$ cat src/rtl/tdb_pkg.sv
// shared types and constants of the trail decay blur
package tdb_pkg;

   localparam int GRID_WIDTH  = 32;
   localparam int GRID_HEIGHT = 32;

   localparam int CELL_W     = 24;
   localparam int DECAY_W    = 9;
   localparam int DECAY_FRAC = 8;
   localparam int BLUR_FRAC  = 4;

   localparam int COL_W    = $clog2(GRID_WIDTH);
   localparam int ROW_W    = $clog2(GRID_HEIGHT + 2);
   localparam int COLSUM_W = CELL_W + 2;
   localparam int SUM_W    = CELL_W + BLUR_FRAC;
   localparam int PROD_W   = CELL_W + DECAY_W;

   localparam logic [DECAY_W-1:0] DECAY_RESET = DECAY_W'(230);

   localparam logic [COL_W-1:0] LAST_COL  = COL_W'(GRID_WIDTH - 1);
   localparam logic [ROW_W-1:0] LAST_ROW  = ROW_W'(GRID_HEIGHT - 1);
   localparam logic [ROW_W-1:0] FLUSH_ROW = ROW_W'(GRID_HEIGHT);
   localparam logic [ROW_W-1:0] TAIL_ROW  = ROW_W'(GRID_HEIGHT + 1);

   // two stored rows of one column of the line buffer
   typedef struct packed {
      logic [CELL_W-1:0] row1;
      logic [CELL_W-1:0] row2;
   } pair_type;

   // one column of the 3x3 window
   typedef struct packed {
      logic [CELL_W-1:0] top;
      logic [CELL_W-1:0] mid;
      logic [CELL_W-1:0] bot;
   } column_type;

   // border masks and frame marker of one window position
   typedef struct packed {
      logic mask_top;
      logic mask_bot;
      logic mask_left;
      logic mask_right;
      logic last;
   } tag_type;

endpackage

$ cat src/rtl/tdb_cell.sv
// one column cell of the line buffer chain
module tdb_cell (
   input  logic              clock,
   input  logic              shift_en,
   input  tdb_pkg::pair_type d_in,
   output tdb_pkg::pair_type d_out
);

   tdb_pkg::pair_type pair_ff;

   always_ff @(posedge clock) begin
      if (shift_en) begin
         pair_ff <= d_in;
      end
   end

   assign d_out = pair_ff;

endmodule

$ cat src/rtl/tdb_blur.sv
// weighted sum, decay multiply and saturation pipeline
module tdb_blur (
   input  logic                              clock,
   input  logic                              reset,
   input  logic                              win_valid,
   output logic                              win_stall,
   input  tdb_pkg::column_type               col_left,
   input  tdb_pkg::column_type               col_center,
   input  tdb_pkg::column_type               col_right,
   input  tdb_pkg::tag_type                  tag,
   input  logic [tdb_pkg::DECAY_W-1:0]       decay,
   output logic                              out_valid,
   input  logic                              out_stall,
   output logic [tdb_pkg::CELL_W-1:0]        trail_out,
   output logic                              frame_end
);

   function automatic logic [tdb_pkg::COLSUM_W-1:0] col_sum(
      input tdb_pkg::column_type col,
      input logic                mask_top,
      input logic                mask_bot
   );
      logic [tdb_pkg::COLSUM_W-1:0] top_term;
      logic [tdb_pkg::COLSUM_W-1:0] bot_term;
      top_term = mask_top ? '0 : tdb_pkg::COLSUM_W'(col.top);
      bot_term = mask_bot ? '0 : tdb_pkg::COLSUM_W'(col.bot);
      return top_term + tdb_pkg::COLSUM_W'({col.mid, 1'b0}) + bot_term;
   endfunction

   logic                             s2_valid_ff, s3_valid_ff, s4_valid_ff, s5_valid_ff;
   logic                             s2_last_ff, s3_last_ff, s4_last_ff, s5_last_ff;
   logic [tdb_pkg::COLSUM_W-1:0]     s2_left_ff, s2_center_ff, s2_right_ff;
   logic [tdb_pkg::COLSUM_W-1:0]     s2_left_in, s2_center_in, s2_right_in;
   logic [tdb_pkg::SUM_W-1:0]        total;
   logic [tdb_pkg::CELL_W-1:0]       s3_sum_ff;
   logic [tdb_pkg::PROD_W-1:0]       s4_prod_ff, s4_prod_in;
   logic [tdb_pkg::CELL_W-1:0]       s5_out_ff, s5_out_in;
   logic                             s2_free, s3_free, s4_free, s5_free;

   assign s5_free   = !s5_valid_ff || !out_stall;
   assign s4_free   = !s4_valid_ff || s5_free;
   assign s3_free   = !s3_valid_ff || s4_free;
   assign s2_free   = !s2_valid_ff || s3_free;
   assign win_stall = !s2_free;

   // column sums with top and bottom weights 1, middle weight 2
   always_comb begin
      s2_left_in   = tag.mask_left  ? '0 : col_sum(col_left,   tag.mask_top, tag.mask_bot);
      s2_center_in = col_sum(col_center, tag.mask_top, tag.mask_bot);
      s2_right_in  = tag.mask_right ? '0 : col_sum(col_right,  tag.mask_top, tag.mask_bot);
   end

   assign total = tdb_pkg::SUM_W'(s2_left_ff)
                + tdb_pkg::SUM_W'({s2_center_ff, 1'b0})
                + tdb_pkg::SUM_W'(s2_right_ff);

   assign s4_prod_in = tdb_pkg::PROD_W'(s3_sum_ff) * tdb_pkg::PROD_W'(decay);

   // saturate when the scaled value overflows the cell width
   always_comb begin
      if (|s4_prod_ff[tdb_pkg::PROD_W-1:tdb_pkg::CELL_W+tdb_pkg::DECAY_FRAC]) begin
         s5_out_in = '1;
      end else begin
         s5_out_in = s4_prod_ff[tdb_pkg::CELL_W+tdb_pkg::DECAY_FRAC-1:tdb_pkg::DECAY_FRAC];
      end
   end

   always_ff @(posedge clock) begin
      if (reset) begin
         s2_valid_ff <= 1'b0;
         s3_valid_ff <= 1'b0;
         s4_valid_ff <= 1'b0;
         s5_valid_ff <= 1'b0;
      end else begin
         if (s2_free) s2_valid_ff <= win_valid;
         if (s3_free) s3_valid_ff <= s2_valid_ff;
         if (s4_free) s4_valid_ff <= s3_valid_ff;
         if (s5_free) s5_valid_ff <= s4_valid_ff;
      end
   end

   always_ff @(posedge clock) begin
      if (s2_free) begin
         s2_left_ff   <= s2_left_in;
         s2_center_ff <= s2_center_in;
         s2_right_ff  <= s2_right_in;
         s2_last_ff   <= tag.last;
      end
      if (s3_free) begin
         s3_sum_ff  <= total[tdb_pkg::SUM_W-1:tdb_pkg::BLUR_FRAC];
         s3_last_ff <= s2_last_ff;
      end
      if (s4_free) begin
         s4_prod_ff <= s4_prod_in;
         s4_last_ff <= s3_last_ff;
      end
      if (s5_free) begin
         s5_out_ff  <= s5_out_in;
         s5_last_ff <= s4_last_ff;
      end
   end

   assign out_valid = s5_valid_ff;
   assign trail_out = s5_out_ff;
   assign frame_end = s5_last_ff;

endmodule

$ cat src/rtl/trail_decay_blur.sv
// top level of the streaming 3x3 blur with decay over a trail grid
//
// req_ carries one trail cell per transaction in raster order, row by row,
// each row left to right, for a GRID_WIDTH by GRID_HEIGHT grid.
// rsp_ returns blurred and decayed cells in raster order, one row plus one
// cell behind the input; rsp_frame_end marks the bottom right cell.
// csr_wr_en with csr_wr_data sets the Q1.8 decay factor (230 after reset);
// the user must write it only while no transaction is in flight, which the
// block itself does not enforce. A result passes the window registers and
// blur stages s2 to s5 on its way to rsp_. One cell is taken per cycle while
// req_stall is low; the rate is set by the line buffer chain, which shifts one
// column cell per accepted cell. After the last cell of a frame the block
// holds req_stall high while GRID_WIDTH + 1 zero cells run through the chain
// to flush the bottom row, then the next frame starts.
// rsp_stall backs up through a five stage elastic pipeline; input is still
// taken as long as some stage is empty.
// Reset clears the counters and valid bits; stored rows are never read
// before they are rewritten, so no clearing pass is needed.
module trail_decay_blur (
   input  logic                         clock,
   input  logic                         reset,
   input  logic                         req_valid,
   output logic                         req_stall,
   input  logic [tdb_pkg::CELL_W-1:0]   req_trail_in,
   output logic                         rsp_valid,
   input  logic                         rsp_stall,
   output logic [tdb_pkg::CELL_W-1:0]   rsp_trail_out,
   output logic                         rsp_frame_end,
   input  logic                         csr_wr_en,
   input  logic [tdb_pkg::DECAY_W-1:0]  csr_wr_data
);

   // position of the next cell fed into the chain; rows past the grid
   // are the flush rows
   logic [tdb_pkg::COL_W-1:0]    col_ff, col_in;
   logic [tdb_pkg::ROW_W-1:0]    row_ff, row_in;
   logic [tdb_pkg::DECAY_W-1:0]  decay_ff;

   logic                         flushing;
   logic                         fire;
   logic [tdb_pkg::CELL_W-1:0]   feed_data;

   // window position centered one row and one cell behind the feed
   logic                         ctr_valid;
   logic [tdb_pkg::ROW_W-1:0]    ctr_row;
   logic [tdb_pkg::COL_W-1:0]    ctr_col;
   tdb_pkg::tag_type             ctr_tag;

   // line buffer chain
   tdb_pkg::pair_type            cell_q [tdb_pkg::GRID_WIDTH];
   tdb_pkg::pair_type            head;
   tdb_pkg::pair_type            tail;
   tdb_pkg::column_type          new_col;

   // window registers: right is newest column, left is oldest
   tdb_pkg::column_type          right_ff, center_ff, left_ff;
   logic                         s1_valid_ff;
   tdb_pkg::tag_type             s1_tag_ff;
   logic                         s1_free;
   logic                         blur_stall;

   assign flushing  = (row_ff >= tdb_pkg::FLUSH_ROW);
   assign s1_free   = !s1_valid_ff || !blur_stall;
   assign fire      = s1_free && (flushing || req_valid);
   assign req_stall = !s1_free || flushing;
   assign feed_data = flushing ? '0 : req_trail_in;

   // the cell that falls out of the chain is the one GRID_WIDTH feeds back
   assign tail         = cell_q[tdb_pkg::GRID_WIDTH-1];
   assign head.row1    = feed_data;
   assign head.row2    = tail.row1;
   assign new_col.bot  = feed_data;
   assign new_col.mid  = tail.row1;
   assign new_col.top  = tail.row2;

   for (genvar k = 0; k < tdb_pkg::GRID_WIDTH; k++) begin : g_chain
      if (k == 0) begin : g_head
         tdb_cell u_cell (
            .clock    (clock),
            .shift_en (fire),
            .d_in     (head),
            .d_out    (cell_q[k])
         );
      end else begin : g_body
         tdb_cell u_cell (
            .clock    (clock),
            .shift_en (fire),
            .d_in     (cell_q[k-1]),
            .d_out    (cell_q[k])
         );
      end
   end

   // a feed at column zero closes the window on the last column two rows up
   always_comb begin
      if (col_ff != '0) begin
         ctr_valid = (row_ff != '0);
         ctr_row   = row_ff - tdb_pkg::ROW_W'(1);
         ctr_col   = col_ff - tdb_pkg::COL_W'(1);
      end else begin
         ctr_valid = (row_ff >= tdb_pkg::ROW_W'(2));
         ctr_row   = row_ff - tdb_pkg::ROW_W'(2);
         ctr_col   = tdb_pkg::LAST_COL;
      end
      ctr_tag.mask_top   = (ctr_row == '0);
      ctr_tag.mask_bot   = (ctr_row == tdb_pkg::LAST_ROW);
      ctr_tag.mask_left  = (ctr_col == '0);
      ctr_tag.mask_right = (ctr_col == tdb_pkg::LAST_COL);
      ctr_tag.last       = ctr_tag.mask_bot && ctr_tag.mask_right;
   end

   // raster walk, then one flush row plus one cell, then back to the top
   always_comb begin
      priority if (row_ff == tdb_pkg::TAIL_ROW) begin
         row_in = '0;
         col_in = '0;
      end else if (col_ff == tdb_pkg::LAST_COL) begin
         row_in = row_ff + tdb_pkg::ROW_W'(1);
         col_in = '0;
      end else begin
         row_in = row_ff;
         col_in = col_ff + tdb_pkg::COL_W'(1);
      end
   end

   always_ff @(posedge clock) begin
      if (reset) begin
         col_ff      <= '0;
         row_ff      <= '0;
         s1_valid_ff <= 1'b0;
         decay_ff    <= tdb_pkg::DECAY_RESET;
      end else begin
         if (fire) begin
            col_ff      <= col_in;
            row_ff      <= row_in;
            s1_valid_ff <= ctr_valid;
         end else if (s1_free) begin
            s1_valid_ff <= 1'b0;
         end
         if (csr_wr_en) begin
            decay_ff <= csr_wr_data;
         end
      end
   end

   always_ff @(posedge clock) begin
      if (fire) begin
         right_ff  <= new_col;
         center_ff <= right_ff;
         left_ff   <= center_ff;
         s1_tag_ff <= ctr_tag;
      end
   end

   tdb_blur u_blur (
      .clock      (clock),
      .reset      (reset),
      .win_valid  (s1_valid_ff),
      .win_stall  (blur_stall),
      .col_left   (left_ff),
      .col_center (center_ff),
      .col_right  (right_ff),
      .tag        (s1_tag_ff),
      .decay      (decay_ff),
      .out_valid  (rsp_valid),
      .out_stall  (rsp_stall),
      .trail_out  (rsp_trail_out),
      .frame_end  (rsp_frame_end)
   );

   // column counter stays inside the grid
   a_col_range : assert property (@(posedge clock) disable iff (reset)
      col_ff <= tdb_pkg::LAST_COL)
      else $error("column counter out of range");

   // the extra flush cell sits at column zero of the row after the flush row
   a_tail_col : assert property (@(posedge clock) disable iff (reset)
      (row_ff == tdb_pkg::TAIL_ROW) |-> (col_ff == '0))
      else $error("flush tail not at column zero");

   // taking the last cell of a frame starts the flush
   a_flush_start : assert property (@(posedge clock) disable iff (reset)
      (req_valid && !req_stall && row_ff == tdb_pkg::LAST_ROW
       && col_ff == tdb_pkg::LAST_COL) |=> (row_ff == tdb_pkg::FLUSH_ROW && req_stall))
      else $error("flush did not start after the last cell");

   // the frame marker only sits on the bottom right window
   a_last_corner : assert property (@(posedge clock) disable iff (reset)
      (s1_valid_ff && s1_tag_ff.last) |-> (s1_tag_ff.mask_bot && s1_tag_ff.mask_right))
      else $error("frame end away from the bottom right cell");

endmodule
$ cat config.mk
export PLATFORM = sky130hd
export DESIGN_NAME = trail_decay_blur
export DESIGN_NICKNAME = d
export VERILOG_FILES = /design/src/rtl/tdb_pkg.sv /design/src/rtl/tdb_cell.sv /design/src/rtl/tdb_blur.sv /design/src/rtl/trail_decay_blur.sv
export SDC_FILE = /design/constraint.sdc
export NUM_CORES = 2
export LEC_CHECK = 0
export BUFFER_PORTS_ARGS = -buffer_cell sky130_fd_sc_hd__buf_2
export CAP_MARGIN = 20
export CORE_MARGIN = 2
export CORE_UTILIZATION = 35
export CTS_CLUSTER_SIZE = 10
export DETAILED_ROUTE_END_ITERATION = 8
export GPL_TIMING_DRIVEN = 0
export PLACE_DENSITY = 0.49
export SLEW_MARGIN = 10
export SYNTH_ARGS = -nofsm -noshare
export SYNTH_HDL_FRONTEND = slang
export SYNTH_SLANG_ARGS = --single-unit
$ cat constraint.sdc
create_clock -name clock -period 33.3 [get_ports clock]
set_input_delay 6.66 -clock clock [delete_from_list [all_inputs] [get_ports clock]]
set_output_delay 6.66 -clock clock [all_outputs]
set_load 0.01 [all_outputs]
---- Word level (Yosys, flattened, before mapping) ----
Cells that the tools add are included.
operators by class
  equal/unequal tests ..................... 4
  multiply operators ...................... 1
  muxes and demuxes ....................... 15
  magnitude comparators ................... 2
  add/subtract/negate cells ............... 13
  reduce and logical (&&, ||, !) cells .... 23
operators with widths
  operator             count
  $mux 24              6
  $add 26x25->26       3
  $add 26x26->26       3
  $mul 24x9->33        1
  $add 26x27->28       1
  $add 28x26->28       1
  $mux 6               3
  $mux 5               3
  $eq 5x5->1 const B   2
  $logic_not 1->1      7
  $logic_or 1x1->1     7
  $add 6x1->6 const B  1
  $eq 6x5->1 const B   1
  $eq 6x6->1 const B   1
  $ge 6x2->1 const B   1
  $ge 6x6->1 const B   1
  $logic_not 6->1      1
  $reduce_bool 6->1    1
  $sub 6x1->6 const B  1
  $sub 6x2->6 const B  1
  $add 5x1->5 const B  1
  $logic_not 5->1      1
  $reduce_bool 5->1    1
  $sub 5x1->5 const B  1
  4 further kinds      8
word-level totals
  flip-flop bits (word level) ............. 1801
  output and inout port bits .............. 27

---- Longest topological paths before layout ----
  depth after elaboration ................. 8
  mapped depth ............................ 19
  mapped depth without buffers ............ 18

---- Modules after synthesis ----
Synthesis repeated with hierarchy kept, for this count alone.
second synthesis, totals
  cell total of the unflattened synthesis .. 3851
  area, all modules ....................... 73458.0 um^2
by module, submodules not included
  module            seq. area each (um^2)  times used  cells each  area an instance (um^2)
  tdb_cell          1441.4                 32          48          1441.4
  tdb_blur          4734.5                 1           1920        19152.1
  trail_decay_blur  7056.8                 1           395         8181.6

---- Least setup slack after synthesis ----
No wires, ideal clock.
  path type ............................... input to register
  start ................................... input rsp_stall
  end ..................................... register col_ff[3] (netlist name)
  stages on the path ...................... 8
  data arrival time ....................... 27.490 ns
  setup slack ............................. 5.673 ns
  buffers on the path ..................... 1
  path through ............................ and3_1 > and3_1 > nand2_1 > o21a_1 > buf_2 > nand4_1 > xnor2_1 > nor3_1
between the ends
  word-level cells in the longest chain between the ends .. 7
ends and longest elaborated chain
  item                  line                     RTL
  start, declared       trail_decay_blur.sv:26   input logic rsp_stall,
  $logic_not 1->1       tdb_blur.sv:40           assign s5_free = !s5_valid_ff || !out_stall;
  $logic_or 1x1->1      tdb_blur.sv:40
  $logic_or 1x1->1      tdb_blur.sv:41           assign s4_free = !s4_valid_ff || s5_free;
  $logic_or 1x1->1      tdb_blur.sv:42           assign s3_free = !s3_valid_ff || s4_free;
  $logic_or 1x1->1      tdb_blur.sv:43           assign s2_free = !s2_valid_ff || s3_free;
  $logic_or 1x1->1      trail_decay_blur.sv:63   assign s1_free = !s1_valid_ff || !blur_stall;
  $logic_and 1x1->1     trail_decay_blur.sv:64   assign fire = s1_free && (flushing || req_valid);
  via fire              trail_decay_blur.sv:40   logic fire;
  end signal, assigned  trail_decay_blur.sv:134  col_ff <= col_in;
  end, declared         trail_decay_blur.sv:35   logic [tdb_pkg::COL_W-1:0] col_ff, col_in;
The timed path passes the listed nets, and every way through them passes these cells.
A chain may end at the register's enable or synchronous reset.

---- Worst setup path after layout ----
  start ................................... input rsp_stall
  end ..................................... output req_stall
between the ends
  word-level cells in the longest chain between the ends .. 8
ends and longest elaborated chain
  item              line                    RTL
  $logic_not 1->1   tdb_blur.sv:40
  $logic_or 1x1->1  tdb_blur.sv:40
  $logic_or 1x1->1  tdb_blur.sv:41
  $logic_or 1x1->1  tdb_blur.sv:42
  $logic_or 1x1->1  tdb_blur.sv:43
  $logic_or 1x1->1  trail_decay_blur.sv:63
  $logic_not 1->1   trail_decay_blur.sv:65  assign req_stall = !s1_free || flushing;
  $logic_or 1x1->1  trail_decay_blur.sv:65
  end, declared     trail_decay_blur.sv:23  output logic req_stall,
Every way passes these cells.

==> flow_summary_export.csv <==
group,metric,value,unit
synth,synth_seq_cells,1793,
clocking,cts_max_level,4,
clocking,cts.sinks,1793,
global_routing,use_met1,17.3,%
clocking,clock_latency,0.84,ns
floorplanning,fp.dieArea,0.203,mm2
global_routing,overflow,0,
global_routing,grt_max_degree,175,
synth,ys.flop_type,"edfxtp_1",
synth,ys_seq_area_share,76.6,%
setup_path,crit_buf_inv,3,
sta,hold_viol,0,
finish,syn_to_final_growth,14.0,%
route,remaining_drc_errors,0,
synth,yosys_warnings,0,
sta,drv_slew,0,
floorplanning,die_y,451,um
setup_path,crit_slowest_cell,"and3_1",
synth,yosys.area.top_type,"edfxtp_1",
route,antenna_left,0,
setup_path,timing.reg2reg.setup_slack,27.16,ns
setup_path,crit_arrival,7.79,ns
job,cap_violations,0,
global_routing,grt_use_met2,17.4,%
sta,fin_crit,14.45,ns
route,wl,118,mm
setup_path,cp_cell_sequence,"buf_2 -> and3_1 -> and3_1 -> a21oi_1 -> inv_1 -> buf_2",
synth,syn_inst,3950,
floorplanning,ioPinCount,65,
sta,max-slew-margin-rel,31.9,%
synth,async_flop_share,0,%
setup_path,path_delay_family,"simple AND/OR/NAND/NOR gates",
place,place_congestion,0.834,
clocking,clk_path_buf_depth,3,
synth,synth_area_leaders,"edfxtp_1, fa_1, ha_1",
power,ir_drop,128,uV
clocking,post_cts_buffers,0,
global_routing,busiest_layer,"met2",
route,first_iter_violations,2610,
min_path,hp-class,"register to register",
synth,yosysUniqueCellTypes,76,
sta,fmax,0.0692,GHz
clocking,numCtsBuffers,202,
clocking,post_cts_resize_count,0,
setup_path,criticalPathCategory,"input port to primary output",
route,wl_per_cell,17.0,um
sta,fin_tns_setup,0,ns
global_routing,grt_pass1_vias,31945,
sta,setup_viol,0,
global_routing,grtUsageTotal,11.7,%
synth,synth-edff-count,1768,
sta,tightest_slew,1.02,ns
setup_path,cp_max_fo,5,
route,num_vias,31089,
finish,multi_input_area,0.0145,mm2
finish,nets,4685,
finish,postLayoutCoreUtil,40.0,%
sta,clock-skew-final,0.0733,ns
synth,syn_nets,4401,
setup_path,timing.critical_path.required,26.64,ns
floorplanning,rows,164,
place,dpl.hpwl,77.3,mm
finish,drive_gt1_share,8.25,%
power,powerDensity,100,mW/mm2
clocking,cts_tree,"yes",
global_routing,antenna_found_initial,12,
floorplanning,dieWidth,451,um
setup_path,cp_slowest_stage_delay,0.27,ns
finish,fill_cells,18080,
setup_path,start_kind,"input port",
synth,netlist_area,0.0699,mm2
place,dpl_worst_slack,18.81,ns
power,power.leakage,0.0297,uW
route,viasPerCell,4.47,
place,io_buffers,64,
sta,rsz0062_at_grt,"no",
sta,whs,0.364,ns
clocking,clockRootBuffer,"clkbuf_16",
global_routing,met3_usage,2.31,%
global_routing,grt_pass1_wl,185,mm
synth,synth_top_area_share,75.9,%
floorplanning,core-area,0.199,mm2
sta,final.setup.worst_slack,18.85,ns
clocking,cts.clk_slew.worst_paths,0.05,ns
floorplanning,start_util,35.1,%
finish,regArea,0.0536,mm2
status,status,"complete, no violations",
route,drtPass1Iterations,5,
synth,avgSynthCellArea,17.7,um2
clocking,cts_hold_buf,0,
sta,timing.final.crit_share,43.4,%
setup_path,end_kind,"primary output",
[cells in the mapped netlist (all sizes together), types with 4 or more instances]
library cell  count
or3               4
a21o             55
and3             10
xnor2            65
nor3b             5
dfxtp            25
a211o             6
or2              33
nand2b          158
nor2            129
o21ai            68
a31oi            11
xor2             38
o21bai           13
o41ai             8
clkbuf           72
ha              162
mux2i             7
nor2b            58
a41oi             4
edfxtp         1768
o31ai             4
a211oi           19
nand4            20
or4               4
nor3             29
and2            117
inv             421
fa              251
nand2           164
a21oi           107
nand3            31
o21a             23
buf               8
[final cells by class]
type                       count  area share, %
sequential                  1793           67.2
multi-input combinational   1656           18.2
clock buffer                 231           6.49
inverter                     421           1.99
clock inverter                28          0.644
tap                         2656           4.17
buffer                        80          0.407
antenna                        6         0.0188
timing repair buffer          80          0.907
[metal layers]
layer  wire [um]  part of all wire (%)
met1       58300                    49
met2       52400                    44
met3        4160                   3.5
met4        2960                   2.5
met5           0                     0
[power by group]
part           internal (uW)  switching, uW
Clock                   1100            837
Sequential              2880           90.3
Combinational           1310           1790
[path summary, 6_finish.rpt]
path,from,cells after the start,end
worst min-delay path,g_chain[7].g_body.u_cell.d_out[0],0,g_chain[8].g_body.u_cell.d_out[0]
worst min register to register,g_chain[7].g_body.u_cell.d_out[0],0,g_chain[8].g_body.u_cell.d_out[0]
worst max-delay path,rsp_stall,6,req_stall
worst max register to register,decay_ff[3],18,u_blur.s4_prod_ff[29]
[cells in the final DEF, fill, tap and decap left out, drive strengths merged, types with 11 or more instances in the layout]
cell	n
edfxtp	1768
inv	425
clkbuf	303
fa	251
nand2	164
ha	162
nand2b	158
nor2	129
and2	117
a21oi	107
buf	88
o21ai	68
xnor2	65
nor2b	58
a21o	55
xor2	38
or2	33
nand3	31
nor3	29
dfxtp	25
o21a	23
clkinv	22
nand4	20
a211oi	19
o21bai	13
a31oi	11
[flip-flops by register name, indices dropped and copies added (netlist names), 25 cells and up]
name and count:
g_chain.g_body.u_cell.d_out 1440, u_blur.s2_center_ff 26, u_blur.s2_left_ff 26, left_ff 48, u_blur.s2_right_ff 26, center_ff 48, u_blur.s4_prod_ff 25, right_ff 48
[kinds of logic after synthesis]
family | Yosys count | share of synthesized area, %
and+or+nand+nor | 774 | 5.83
muxes | 8 | 0.116
xor gates and xnor gates | 103 | 1.29
DFF | 1793 | 76.6
adders and majority gates | 413 | 10.1
AOI/OAI and AO/OA | 358 | 3.37
buffers and inverters | 501 | 2.70
[stage by stage]
stage / total power, uW / cells / cell area [um2]
after CTS: 8130 / 6942 / 79600
final: 8000 / 6951 / 79700
after global routing: 8630 / 6946 / 79700
after floorplan: 5410 / 3950 / 69900
after detailed placement: 6130 / 6683 / 74000
after global placement: 6210 / 6670 / 73600
Power figures use the tool's default switching activity.
